File: src/hw/rtl/scpc_pkg.sv
`default_nettype none
// ----------------------------------------------------------------------------
// scpc_pkg
// Shared types, widths and codes of the skin color pixel classifier.
// ----------------------------------------------------------------------------
package scpc_pkg;

   localparam int CHROMA_FRAC_BITS = 16;
   localparam int CHAN_W           = 8;
   localparam int SUM_W            = 10;
   localparam logic [SUM_W-1:0] DARK_LIMIT = SUM_W'(50);

   localparam int MEAN_W           = 16;
   localparam int COEF_W           = 32;
   localparam int COEF_FRAC_BITS   = 24;

   localparam int QUO_W               = CHROMA_FRAC_BITS + 1;
   localparam int DIV_STEPS_PER_STAGE = 4;
   localparam int DIV_STAGES =
      (QUO_W + DIV_STEPS_PER_STAGE - 1) / DIV_STEPS_PER_STAGE;

   localparam int DIFF_W     = CHROMA_FRAC_BITS + 2;
   localparam int PROD_W     = DIFF_W + COEF_W;
   localparam int INNER_W    = PROD_W + 1;
   localparam int INNER_LO_W = INNER_W / 2;
   localparam int INNER_HI_W = INNER_W - INNER_LO_W;
   localparam int SQ_W       = 2 * DIFF_W;
   localparam int MLO_W      = DIFF_W + INNER_LO_W + 1;
   localparam int MHI_W      = DIFF_W + INNER_HI_W;
   localparam int LHS_W      = DIFF_W + INNER_W + 1;

   localparam int CSR_INDEX_W = 3;
   localparam int CSR_DATA_W  = 32;

   typedef enum logic [CSR_INDEX_W-1:0] {
      CSR_MEAN_RED   = 3'd0,
      CSR_MEAN_GREEN = 3'd1,
      CSR_COEF_CROSS = 3'd2,
      CSR_COEF_GG    = 3'd3,
      CSR_THRESHOLD  = 3'd4
   } csr_index_type;

   localparam logic [MEAN_W-1:0] MEAN_RED_RESET   = 16'd16384;
   localparam logic [MEAN_W-1:0] MEAN_GREEN_RESET = 16'd16384;
   localparam logic [COEF_W-1:0] COEF_CROSS_RESET = 32'd0;
   localparam logic [COEF_W-1:0] COEF_GG_RESET    = 32'd16777216;
   localparam logic [COEF_W-1:0] THRESHOLD_RESET  = 32'd16777216;

   typedef struct packed {
      logic [CHAN_W-1:0] red;
      logic [CHAN_W-1:0] green;
      logic [CHAN_W-1:0] blue;
   } pixel_type;

   typedef struct packed {
      logic is_skin;
      logic too_dark;
   } result_type;

   typedef struct packed {
      logic [MEAN_W-1:0]        mean_red;
      logic [MEAN_W-1:0]        mean_green;
      logic signed [COEF_W-1:0] coef_cross;
      logic signed [COEF_W-1:0] coef_gg;
      logic signed [COEF_W-1:0] threshold;
   } cfg_type;

   typedef struct packed {
      logic              valid;
      logic              dark;
      logic [SUM_W-1:0]  sum;
      logic [CHAN_W-1:0] red;
      logic [CHAN_W-1:0] green;
   } div_in_type;

   typedef struct packed {
      logic             valid;
      logic             dark;
      logic [QUO_W-1:0] chroma_red;
      logic [QUO_W-1:0] chroma_green;
   } div_out_type;

   typedef struct packed {
      logic       valid;
      result_type data;
   } eval_out_type;

endpackage
`default_nettype wire

File: src/hw/rtl/scpc_divider.sv
`default_nettype none
// ----------------------------------------------------------------------------
// scpc_divider
// Pipelined restoring divider for both chromaticities, several quotient bits
// per stage, one pixel per cycle.
// ----------------------------------------------------------------------------
module scpc_divider (
   input  logic                   clock,
   input  logic                   reset,
   input  scpc_pkg::div_in_type   div_i,
   output scpc_pkg::div_out_type  div_o
);
   import scpc_pkg::*;

   typedef struct packed {
      logic             valid;
      logic             dark;
      logic [SUM_W-1:0] sum;
      logic [SUM_W-1:0] rem_red;
      logic [SUM_W-1:0] rem_green;
      logic [QUO_W-1:0] quo_red;
      logic [QUO_W-1:0] quo_green;
   } dstage_type;

   typedef struct packed {
      logic             q;
      logic [SUM_W-1:0] rem;
   } step_type;

   function automatic step_type div_step(input logic [SUM_W-1:0] rem,
                                         input logic [SUM_W-1:0] sum,
                                         input logic             first);
      logic [SUM_W:0] shifted;
      logic [SUM_W:0] diff;
      step_type       st;
      shifted = first ? {1'b0, rem} : {rem, 1'b0};
      diff    = shifted - {1'b0, sum};
      st.q    = (shifted >= {1'b0, sum});
      st.rem  = st.q ? diff[SUM_W-1:0] : shifted[SUM_W-1:0];
      return st;
   endfunction

   dstage_type stage_src [DIV_STAGES];
   dstage_type stage_in  [DIV_STAGES];
   dstage_type stage_ff  [DIV_STAGES];

   always_comb begin
      stage_src[0].valid     = div_i.valid;
      stage_src[0].dark      = div_i.dark;
      stage_src[0].sum       = div_i.sum;
      stage_src[0].rem_red   = SUM_W'(div_i.red);
      stage_src[0].rem_green = SUM_W'(div_i.green);
      stage_src[0].quo_red   = '0;
      stage_src[0].quo_green = '0;
   end

   for (genvar s = 0; s < DIV_STAGES; s++) begin : g_stage
      if (s > 0) begin : g_link
         assign stage_src[s] = stage_ff[s-1];
      end

      always_comb begin
         dstage_type cur;
         step_type   st;
         cur = stage_src[s];
         for (int j = 0; j < DIV_STEPS_PER_STAGE; j++) begin
            if (s * DIV_STEPS_PER_STAGE + j < QUO_W) begin
               st = div_step(cur.rem_red, cur.sum, (s * DIV_STEPS_PER_STAGE + j) == 0);
               cur.rem_red = st.rem;
               cur.quo_red = {cur.quo_red[QUO_W-2:0], st.q};
               st = div_step(cur.rem_green, cur.sum, (s * DIV_STEPS_PER_STAGE + j) == 0);
               cur.rem_green = st.rem;
               cur.quo_green = {cur.quo_green[QUO_W-2:0], st.q};
            end
         end
         stage_in[s] = cur;
      end

      always_ff @(posedge clock) begin
         if (reset) begin
            stage_ff[s].valid <= 1'b0;
         end else begin
            stage_ff[s] <= stage_in[s];
         end
      end
   end

   assign div_o.valid        = stage_ff[DIV_STAGES-1].valid;
   assign div_o.dark         = stage_ff[DIV_STAGES-1].dark;
   assign div_o.chroma_red   = stage_ff[DIV_STAGES-1].quo_red;
   assign div_o.chroma_green = stage_ff[DIV_STAGES-1].quo_green;

endmodule
`default_nettype wire

File: config.mk
export PLATFORM = sky130hd
export DESIGN_NAME = scpc_divider
export DESIGN_NICKNAME = d
export VERILOG_FILES = /design/src/hw/rtl/scpc_pkg.sv /design/src/hw/rtl/scpc_divider.sv
export SDC_FILE = /design/constraint.sdc
export NUM_CORES = 1
export LEC_CHECK = 0
export BUFFER_PORTS_ARGS = -buffer_cell sky130_fd_sc_hd__buf_2
export CAP_MARGIN = 5
export CORE_AREA = 2 2 197 199
export DETAILED_ROUTE_END_ITERATION = 6
export DIE_AREA = 0 0 199 201
export HOLD_SLACK_MARGIN = 0.03
export MAX_ROUTING_LAYER = met4
export PLACE_DENSITY_LB_ADDON = 0.25
export SLEW_MARGIN = 15
export SYNTH_ARGS = -nofsm -noshare
export SYNTH_HDL_FRONTEND = slang
export SYNTH_SLANG_ARGS = --single-unit
File: constraint.sdc
create_clock -name clock -period 12.6 [get_ports clock]
set_input_delay 1.26 -clock clock [delete_from_list [all_inputs] [get_ports clock]]
set_output_delay 1.26 -clock clock [all_outputs]
set_load 0.005 [all_outputs]
After elaboration in Yosys (flattened, before gate mapping). Memories as Yosys holds them, arrays and structs flattened. Cells that the tools add are included.

Memory bits (writable): 330. Memories kept: 1. Input port bits: 30. Word-level logic and storage cells: 116. Bits in registers: 0. Output and inout bits: 36.

Order comparisons: 34. Muxes and demuxes: 42. Bitwise operators: 5. $add $sub $neg: 34.

Memories: stage_ff (depth 5, bits a word 66, read ports 5, clocked after memory_dff 0, write ports 5, line scpc_divider.sv:45) `dstage_type stage_ff [DIV_STAGES];`.

Operator list (number): greater-or-equal comparator 11 x 10 -> 1 bit (32); 2-to-1 mux 10 bit (34); subtractor 10 bit (32); greater-or-equal comparator 8 x 10 -> 1 bit (2); subtractor 8 x 10 -> 10 bit (2); 2-to-1 mux 1 bit (8); bitwise OR 1 bit (5).

Depth between registers and ports, before layout. An unclocked memory read counts as a cell.

Word-level depth: 9. Depth in mapped cells: 45. Depth with buffers taken out: 42.

Worst setup path after synthesis. No wires, ideal clock.

Kind: input to register. Start: input port div_i[17] (netlist name). End: memory stage_ff[0][53] (netlist name), data pin. Arrival time: 9874 ps. Data required time: 12455 ps. Path slack: 2581 ps. Cell stages on the path: 38. Path buffers: 5. Setup time: 145 ps. Cell sequence: inv_1 > fa_1 > a21o_1 > a21oi_1 > a21oi_1 > o31ai_1 > clkbuf_1 > mux2_2 > ha_1 > a21o_1 > a211o_1 > o21ai_1 > a21oi_1 > a32oi_1 > and2_1 > clkbuf_1 > clkbuf_1 > mux2i_1 > [2 not listed] > o21ai_1 > a21oi_1 > o41ai_1 > a21oi_1 > o31a_1 > a211oi_2 > clkbuf_1 > o21ai_0 > ha_1 > or2_2 > a21oi_1 > a31oi_1 > a41o_1 > a311o_1 > or3_1 > buf_2 > o2bb2a_1 > o21ai_1.

RTL lines: start: declaration (line scpc_divider.sv:10) `input scpc_pkg::div_in_type div_i,`; end: declaration (line scpc_divider.sv:45).

==> out/results.ini <==
[run_status]
status=finished clean

[routing]
via_count=20900
first_iter_violations=1647
ant_nets=0
wire_per_inst_um=19.4
drt_pass1_iterations=5
drc=0
wl_um=62800
routed_via_density=6.45

[timing]
fin_crit_sh=0.871
rsz0062_at_grt=no
slew_headroom=0.253
fin_crit_ps=10980
finalHoldViolCount=0
max_freq_mhz=91.1
setup_viol=0
fin_skew_ps=19.3
drv_slew=0
worst_slew_pin_slew_ps=1120
tns_ps=0

[floorplan]
die_x_um=199
start_util=0.641
rows=72
dieArea_sq_um=40000
die_height_um=201
ios=66
core-area_sq_um=38100

[clock_network]
cts-root-buf=clkbuf_16
cts_made_buffers=29
ctsResizeCount=0
postCtsSetupBuffers=0
clkTransAtPathRegs_ps=70
cts_tree=yes
cts_htree_levels=1
clk_latency_ps=590
cts_buffer_depth=3
ctsHoldBuffers=0
clock-sinks=244

[run]
maxCapViolCount=0

[cells_and_area]
nNetsFinal=3049
reg_top3=stage_ff x244
top_register=stage_ff
n_antenna_cell=0
syn2layout_area_growth_pct=7.20
drive_above_1_share=0.0923
final.fill_count=3026
largest_reg_flops=244

[synth]
synthAdderAreaFrac=0.168
synthSimpleGateAreaFrac=0.151
yosys.area.top_type=edfxtp_1
syn_area_per_cell_sq_um=9.27
synthFlopType=edfxtp_1
synth_compound_area_frac=0.234
yosys_warnings=0
syn_nets=2989
synth_edf_count=239
synth_area_leaders=edfxtp_1 (29%), ha_1 (16%), xnor2_1 (4.7%)
synth_xor_area_frac=0.0699
ys_ff_latch=244
synthMuxAreaShare=0.0453
netlist_area_sq_um=24400
synth_top_cell_area_share=0.294
synthCells=2637
ys_seq_area_frac=0.298
synthArstFlopShare=0
synth_top_family_by_area=compound AO/OA/AOI/OAI gates
synth.distinct_cells=109

[critical_path]
crit_required_ps=12900
worstReg2RegStart=stage_ff[1][55]$_DFFE_PN_
arrival_ps=11280
r2r_cells=34
critPathTopFamily=compound AO/OA/AOI/OAI gates
critPathMaxFanout=20
rr_endpoint=stage_ff[2][52]$_DFFE_PN_
startpoint_type=primary input
r2r_setup_slack_ps=1780
crit_path_end_kind=register
cpPeakStageDelay_ps=920
cpMaxStageDelayCell=a211oi_2
timing.critical_path.mode_cell=a21oi_1
setup.worst_path.class=in -> reg
cp_num_buf_inv=4

[grt]
grt_max_degree=129
overflow=0
grt_pass1_vias=20000
grt_usage=0.318
antenna_found_initial=0
grt_pass1_wl_um=100000

[worst_hold_path]
hp-class=reg -> reg
worstHoldStart=stage_ff[3][1]$_DFFE_PN_
hold_path_end=stage_ff[4][2]$_DFFE_PN_
hold_depth=0

[placement]
place_hpwl_um=47900
io_buffers=65
place.gp.congestion=0.961

metrics by stage:
stage          std cells  hold slack, ps  area, sq um  utilization  worst slack (ps)
2_1_floorplan       2637             400        24400            -              2580
4_1_cts             3236             415        26200        0.687              1740
6_report            3236             414        26200        0.687              1620
3_5_place_dp        3184             405        25300        0.664              1170
3_3_place_gp        3184             400        25300        0.664              1540
5_1_grt             3236             419        26200        0.687               787
worst reg2reg max path: cells and delay by family (launching register included):
family	cells	cell delay (ps)
buffers and inverters	2	610
flip-flops	1	530
multiplexers	2	740
AND/OR/NAND/NOR	9	2330
adder cells (fa/ha/maj)	4	1430
AO/OA/AOI/OAI	17	4930
kinds of logic (layout without fill, tap and decap cells):
group | count (synthesis) | count (layout)
compound gates | 839 | 839
buf+inv | 211 | 292
mux | 101 | 101
fa+ha+maj | 322 | 322
simple gates | 725 | 725
xor+xnor | 195 | 195
flops | 244 | 244
metal layers:
metal / part of all wire / track usage
met5: 0 / -
met4: 0.032 / 0.104
met3: 0.054 / 0.0338
met2: 0.49 / 0.544
met1: 0.43 / 0.394
layout make-up:
type | count | area [sq um] | area share
multi-input cells | 2182 | 16300 | 0.623
flip-flops and latches | 244 | 7280 | 0.278
clock buffers | 31 | 733 | 0.0280
well taps | 518 | 648 | 0.0247
inverters | 161 | 612 | 0.0234
repair buffers | 79 | 430 | 0.0164
clock inverters | 21 | 173 | 0.00659
layout by cell type, fill, tap and decap left out, types with 14 or more instances in the layout:
cell | synthesis | routed
a211o_1 | 16 | 16
a211oi_1 | 25 | 25
a21o_1 | 106 | 106
a21oi_1 | 197 | 197
a221o_1 | 25 | 25
and2_1 | 22 | 22
and3_1 | 23 | 23
and4_1 | 15 | 15
buf_2 | 9 | 65
buf_4 | 1 | 14
clkbuf_16 | 0 | 29
edfxtp_1 | 239 | 239
ha_1 | 312 | 312
inv_1 | 149 | 148
mux2_2 | 60 | 60
mux2i_1 | 32 | 32
nand2_1 | 160 | 160
nand2b_1 | 62 | 62
nand3_1 | 28 | 28
nand4_1 | 35 | 35
nor2_1 | 185 | 185
nor2b_1 | 59 | 59
nor3_1 | 63 | 63
o211ai_1 | 20 | 20
o21a_1 | 74 | 74
o21ai_0 | 172 | 172
o21ai_1 | 18 | 18
o31a_1 | 18 | 18
o31ai_1 | 18 | 18
or3_1 | 19 | 19
xnor2_1 | 130 | 130
xor2_1 | 65 | 65
synthesized netlist by cell type, types with 7 or more instances:
library cell    n
fa_1           10
ha_1          312
nand3_1        28
o21ai_0       172
a221o_1        25
inv_1         149
nor3_1         63
or2_2          11
a211oi_1       25
a21oi_1       197
edfxtp_1      239
o21bai_1       13
a22o_1          7
a31oi_1        13
o31ai_1        18
nand2b_1       62
and2_1         22
a221oi_1       11
xnor2_1       130
inv_2          11
o31a_1         18
clkbuf_1       34
nand2_1       160
nand4_1        35
mux2_2         60
nor2_1        185
o21ai_1        18
mux2i_1        32
nor2b_1        59
o211ai_1       20
or3_1          19
and4_1         15
a211o_1        16
a21o_1        106
xor2_1         65
o21a_1         74
and3_1         23
buf_2           9
how the worst max path moves through the flow:
stage | start | end | slack [ps] | cells past startpoint
after floorplan | div_i[17] | stage_ff[0][53]$_DFFE_PN_ | 2580 | 38
after global placement | div_i[16] | stage_ff[0][49]$_DFFE_PN_ | 1540 | 39
after detailed placement | div_i[16] | stage_ff[0][49]$_DFFE_PN_ | 1170 | 40
after CTS | div_i[16] | stage_ff[0][49]$_DFFE_PN_ | 1740 | 40
after global routing | div_i[16] | stage_ff[0][49]$_DFFE_PN_ | 790 | 40
final | div_i[16] | stage_ff[0][49]$_DFFE_PN_ | 1620 | 40
Power is not shown: default switching activity piles up to over one toggle a cycle in this logic, so the estimate is an artifact.
